<file path="src/hdl/psm_pkg.sv">
`timescale 1ns / 1ps
`default_nettype none

package psm_pkg;

   localparam int SAMPLE_W    = 16;
   localparam int FRAC_W      = 16;
   localparam int VOL_FRAC_W  = 15;
   localparam int OFFSET_W    = 24;
   localparam int POS_CFG_W   = 13;
   localparam int PITCH_W     = 24;
   localparam int VOLUME_W    = 16;
   localparam int DEST_IDX_W  = 30;
   localparam int MIX_LEN_W   = 29;
   localparam int CSR_INDEX_W = 3;
   localparam int CSR_DATA_W  = 24;

   localparam logic [1:0] CMD_CLEAR  = 2'd0;
   localparam logic [1:0] CMD_APPEND = 2'd1;
   localparam logic [1:0] CMD_MIX    = 2'd2;

   localparam logic [CSR_INDEX_W-1:0] CSR_DEST_OFFSET = 3'd0;
   localparam logic [CSR_INDEX_W-1:0] CSR_FROM_POS    = 3'd1;
   localparam logic [CSR_INDEX_W-1:0] CSR_WINDOW_END  = 3'd2;
   localparam logic [CSR_INDEX_W-1:0] CSR_PITCH       = 3'd3;
   localparam logic [CSR_INDEX_W-1:0] CSR_VOLUME      = 3'd4;

   typedef struct packed {
      logic [1:0]                 command;
      logic signed [SAMPLE_W-1:0] sample_value;
   } req_type;

   typedef struct packed {
      logic signed [SAMPLE_W-1:0] mixed_sample;
      logic                       in_window;
      logic                       last_of_mix;
   } rsp_type;

   typedef struct packed {
      logic [OFFSET_W-1:0]  dest_offset;
      logic [POS_CFG_W-1:0] from_position;
      logic [POS_CFG_W-1:0] window_end;
      logic [PITCH_W-1:0]   pitch;
      logic [VOLUME_W-1:0]  volume;
   } cfg_type;

endpackage

`default_nettype wire

</file>
<file path="src/hdl/psm_front.sv">
`timescale 1ns / 1ps
`default_nettype none

module psm_front
   import psm_pkg::*;
(
   input  wire logic    clock,
   input  wire logic    reset,
   input  wire logic    start,
   output logic         busy,
   input  wire req_type req_data,
   output logic         q_valid,
   output req_type      q_word,
   input  wire logic    q_pop
);

   req_type   entry_ff [2];
   req_type   entry_in [2];
   logic      rd_ptr_ff, rd_ptr_in;
   logic      wr_ptr_ff, wr_ptr_in;
   logic [1:0] count_ff, count_in;
   logic      push;

   assign busy    = (count_ff == 2'd2);
   assign q_valid = (count_ff != 2'd0);
   assign q_word  = entry_ff[rd_ptr_ff];

   // unused command code is dropped here, never reaches the back end
   assign push = start && !busy && (req_data.command == CMD_CLEAR ||
      req_data.command == CMD_APPEND || req_data.command == CMD_MIX);

   always_comb begin
      entry_in  = entry_ff;
      rd_ptr_in = rd_ptr_ff;
      wr_ptr_in = wr_ptr_ff;
      count_in  = count_ff;
      if (push) begin
         entry_in[wr_ptr_ff] = req_data;
         wr_ptr_in = !wr_ptr_ff;
      end
      if (q_pop && q_valid) begin
         rd_ptr_in = !rd_ptr_ff;
      end
      if (push && !(q_pop && q_valid)) begin
         count_in = count_ff + 2'd1;
      end else if (!push && q_pop && q_valid) begin
         count_in = count_ff - 2'd1;
      end
   end

   always_ff @(posedge clock) begin
      entry_ff <= entry_in;
      if (reset) begin
         rd_ptr_ff <= 1'b0;
         wr_ptr_ff <= 1'b0;
         count_ff  <= 2'd0;
      end else begin
         rd_ptr_ff <= rd_ptr_in;
         wr_ptr_ff <= wr_ptr_in;
         count_ff  <= count_in;
      end
   end

endmodule

`default_nettype wire

</file>
<file path="config.mk">
export PLATFORM = sky130hd
export DESIGN_NAME = psm_front
export DESIGN_NICKNAME = d
export VERILOG_FILES = /design/src/hdl/psm_pkg.sv /design/src/hdl/psm_front.sv
export SDC_FILE = /design/constraint.sdc
export NUM_CORES = 1
export LEC_CHECK = 0
export BUFFER_PORTS_ARGS = -buffer_cell sky130_fd_sc_hd__buf_2
export CAP_MARGIN = 20
export CORE_MARGIN = 2
export CORE_UTILIZATION = 40
export DETAILED_ROUTE_END_ITERATION = 10
export PLACE_DENSITY = 0.7
export SLEW_MARGIN = 20
export SYNTH_ARGS = -nofsm -noshare
export SYNTH_HDL_FRONTEND = slang
export SYNTH_SLANG_ARGS = --single-unit
</file>
<file path="constraint.sdc">
create_clock -name clock -period 4.63 [get_ports clock]
set_input_delay 0.2315 -clock clock [delete_from_list [all_inputs] [get_ports clock]]
set_output_delay 0.2315 -clock clock [all_outputs]
set_load 0.05 [all_outputs]
</file>
Word level (Yosys, flattened, before mapping). Cells that the tools add are included.

Flip-flop bits (word level): 40. Output and inout bits: 20.

Add/sub/neg operators: 2. $lt $le $gt $ge: 3. Equal/unequal tests: 3. Muxes and demuxes: 8. Bitwise operators: 2. Reductions and logical operators: 17.

Operators by type and width (number): 18-bit 2-to-1 mux (4); 36-bit bitwise mux (1); 18-bit demux with 1-bit select (1); 1-bit logical AND (7); 1-bit zero test (5); 2-bit equality test, second input constant (2); 2-bit >= comparator, second input constant (2); 2-bit 2-to-1 mux (2); 1-bit NOT with 2-bit output (2); 2-bit nonzero test (2); 2-bit by 1-bit adder with 2-bit output, second input constant (1); 2-bit by 1-bit equality test with 1-bit output, second input constant (1); 2-bit zero test (1); 1-bit logical OR (2); 2-bit by 1-bit less-than comparator with 1-bit output, second input constant (1); 2-bit by 1-bit subtractor with 2-bit output, second input constant (1).

Longest topological paths before layout.
Depth after elaboration: 9. Depth in mapped cells: 4. Gate-level depth less buffers: 3.

Least setup slack after synthesis. No wires, ideal clock.

Path type: reg2reg. Start: reg count_ff[0]. End: reg entry_ff[0] in the netlist's numbering, enable pin. Arrival time: 1.963 ns. Setup slack: 2.248 ns. Cell stages (with the launch flop): 3. Path buffers: 0. Period minus slack after synthesis: 2.382 ns. Cells stage by stage: dfxtp_1 -> nor2b_4 -> nor3b_1.

Word-level cells in the longest chain between the ends: 4.

RTL lines: start: declaration (line psm_front.sv:21) `logic [1:0] count_ff, count_in;`; start signal: assignment (line psm_front.sv:60) `count_ff <= count_in;`; 2-bit equality test (line psm_front.sv:24) `assign busy = (count_ff == 2'd2);`; net busy (line psm_front.sv:10) `output logic busy,`; 1-bit zero test (line psm_front.sv:29) `assign push = start && !busy && (req_data.command == CMD_CLEAR ||`; 1-bit logical AND (2 in a row) (line psm_front.sv:29); end signal: assignment (line psm_front.sv:52) `entry_ff <= entry_in;`; end: declaration (line psm_front.sv:17) `req_type entry_ff [2];`.

The timed path passes the listed nets, and every way through them passes these cells. A chain may end at the register's enable or synchronous reset.

==> impl_metrics.toml <==
[run_status]
status = "complete, no violations"

[setup_path]
path_class = "reg -> out"
worstPathMaxFanout = 19
worstSetupStartpointType = "flip-flop"
worst_r2r_path_depth = 3
startpoint = "rd_ptr_ff$_SDFFE_PP0P_"
reg2reg_from = "count_ff[0]$_SDFFE_PP0P_"
cp.required_ns = 4.40
end_kind = "primary output"
cp.arrival_ns = 1.81
r2r-end = "entry_ff[22]$_DFFE_PP_"
rrSetupSlack_ns = 2.85
crit_end = "q_word[10]"

[floorplanning]
die_h_um = 66.1
io_pins = 42
die_w_um = 66.1
initial_core_util_pct = 41.8
die_area_sq_um = 4360
rows = 22
core_area_sq_um = 3690

[placed_design]
io_buffers = 41
dp_hpwl_um = 1620
placed_area_sq_um = 1810
post-place-ws_ns = 2.77
globalplace.congestion = 0.722

[yosys]
synthCells = 81
synth_top_area_share_pct = 70.2
ys_ff_latch = 40
seq_area_frac_synth_pct = 75.4
synthesis.area_sq_um = 1540
synth_ff_type = "edfxtp_1"
yosys-top-cells-area = "edfxtp_1, mux2_2, dfxtp_1"
yosysUniqueCellTypes = 23
yosys.area.top_type = "edfxtp_1"
synth_edf_count = 36
synth_most_common_cell = "edfxtp_1"
synth_fp_nets = 103
syn_area_per_cell_sq_um = 19.0
synthArstFlopShare_pct = 0
synth_common_cells = "edfxtp_1, mux2_2, dfxtp_1"
ys_warn_count = 0

[clock_network]
htreeDepth = 2
clk_pin_slew_ns = 0.07
cts_tree = "done"
cts_sinks = 40
cts_repair_resize_count = 0
clk-insertion-delay-late_ns = 0.28
cts_buffers = 5
cts_buffer_depth = 2
root_buffer = "clkbuf_8"
cts_setup_buffers = 0
hold_buffers = 0

[final_layout]
fin_nets = 150
fin_util_pct = 51.2
stdcell_area_sq_um = 1890
area_growth_pct = 22.5
diodes = 0
nFillCells = 325
drive_above_1_share_pct = 56.6

[sta]
skew_ns = 0.00429
tightest_slew_ns = 0.877
holdWs_ns = 0.134
fmax_ghz = 0.489
hold_viol_final = 0
slew_violations = 0
rsz0062_at_grt = "no"
tns_ns = 0
setup_ws_ns = 2.59
setup-violations-final = 0
period_share_pct = 44.1
period_needed_ns = 2.04
max-slew-margin-rel_pct = 41.4

[routing]
vias = 837
drt-wirelength-per-cell_um = 13.1
drtPass1Iterations = 4
first_iter_violations = 54
finalWirelength_um = 2320
vias_per_cell = 4.73
post-route-drc-count = 0
ant_nets = 0

[global_routing]
grt_max_degree = 20
grt_usage_pct = 11.5
overflow = 0
grt_pass1_wl_um = 3510
grt_pass1_vias = 791
antenna_found_initial = 0

[power]
p_seq_share_pct = 55.2
combinationalPowerShare_pct = 17.8
p_switching_uw = 209
worst_ir_drop_vdd_mv = 0.192
powerDensity_nw_per_um2 = 409
p_int_uw = 564
p_leak_uw = 0.000698
p_clk_share_pct = 27.0
switching_share_pct = 27.0

[min_path]
hold_class = "in -> reg"

[flow_run]
drv_cap = 0
per-layer routing:
layer | global-route usage [%] | part of all wire (%) | vias up
li1 | - | - | 406
met1 | 11.7 | 38 | 397
met2 | 19.6 | 52 | 29
met3 | 5.11 | 8.4 | 5
met4 | 6.12 | 1.9 | 0
met5 | 0 | 0 | -
worst min-delay path by stage:
| stage | end | start | slack [ns] | depth (start not counted) |
|---|---|---|---|---|
| finish | entry_ff[19]$_DFFE_PP_ | req_data[1] | 0.13 | 1 |
| global route | entry_ff[4]$_DFFE_PP_ | req_data[4] | 0.12 | 1 |
| CTS | entry_ff[28]$_DFFE_PP_ | req_data[10] | 0.13 | 1 |
| detailed placement | entry_ff[19]$_DFFE_PP_ | req_data[1] | 0.43 | 1 |
| global placement | entry_ff[13]$_DFFE_PP_ | req_data[13] | 0.42 | 1 |
| floorplan | wr_ptr_ff$_SDFFE_PP0P_ | reset | 0.29 | 1 |
metrics by stage:
step,cells,power [uW]
2_1_floorplan,81,539
3_3_place_gp,169,572
3_5_place_dp,169,574
4_1_cts,177,783
5_1_grt,177,806
6_report,177,772
kinds of logic (layout without fill, tap and decap cells):
kind of cell,after synthesis,in the layout,share of synthesized area (%)
xor+xnor,1,1,0.569
flops,40,40,75.4
mux,18,18,13.2
compound gates,8,8,5.04
simple gates,11,11,4.79
buf+inv,3,51,1.06
layout by cell type (no fill, tap or decap):
master     synthesis  routed
buf_2              1      41
edfxtp_1          36      36
mux2_2            18      18
clkbuf_8           0       5
dfxtp_1            4       4
nand2_1            2       2
o21ai_0            2       2
nor2_1             2       2
clkbuf_1           0       2
nor2b_4            1       1
or2_1              1       1
a21bo_2            1       1
or3_4              1       1
inv_1              1       1
nor3b_2            0       1
a21boi_0           1       1
nand3b_1           1       1
o2bb2a_4           1       1
a31oi_1            1       1
xor2_1             1       1
a21oi_2            1       1
nor2b_1            1       1
nor4_1             1       1
a2111oi_2          1       1
clkinv_2           0       1
buf_4              1       1
cell type report:
type / count / area [sq um] / share of cell area (%)
clock buffers: 7 / 76.3 / 4.05
clock inverters: 1 / 5.00 / 0.265
inverters: 1 / 3.75 / 0.199
multi-input cells: 38 / 368 / 19.5
flip-flops and latches: 40 / 1160 / 61.5
well taps: 48 / 60.1 / 3.18
repair buffers: 42 / 213 / 11.3
critical path, cell delays in order (launching register included):
cell and delay (ns):
dfxtp_1 0.89, mux2_2 0.42, buf_2 0.21
registers in the layout, summed over array words and instances (netlist names):
register / count
count_ff: 2
wr_ptr_ff: 1
rd_ptr_ff: 1
entry_ff: 36
power groups by stage:
stage	registers (uW)	logic, uW	clock network [uW]
after detailed placement	435	139	0
final	427	138	208
after floorplan	427	112	0
after global placement	434	138	0
after CTS	427	140	216
after global routing	429	146	232
(Power assumes the default switching activity.)
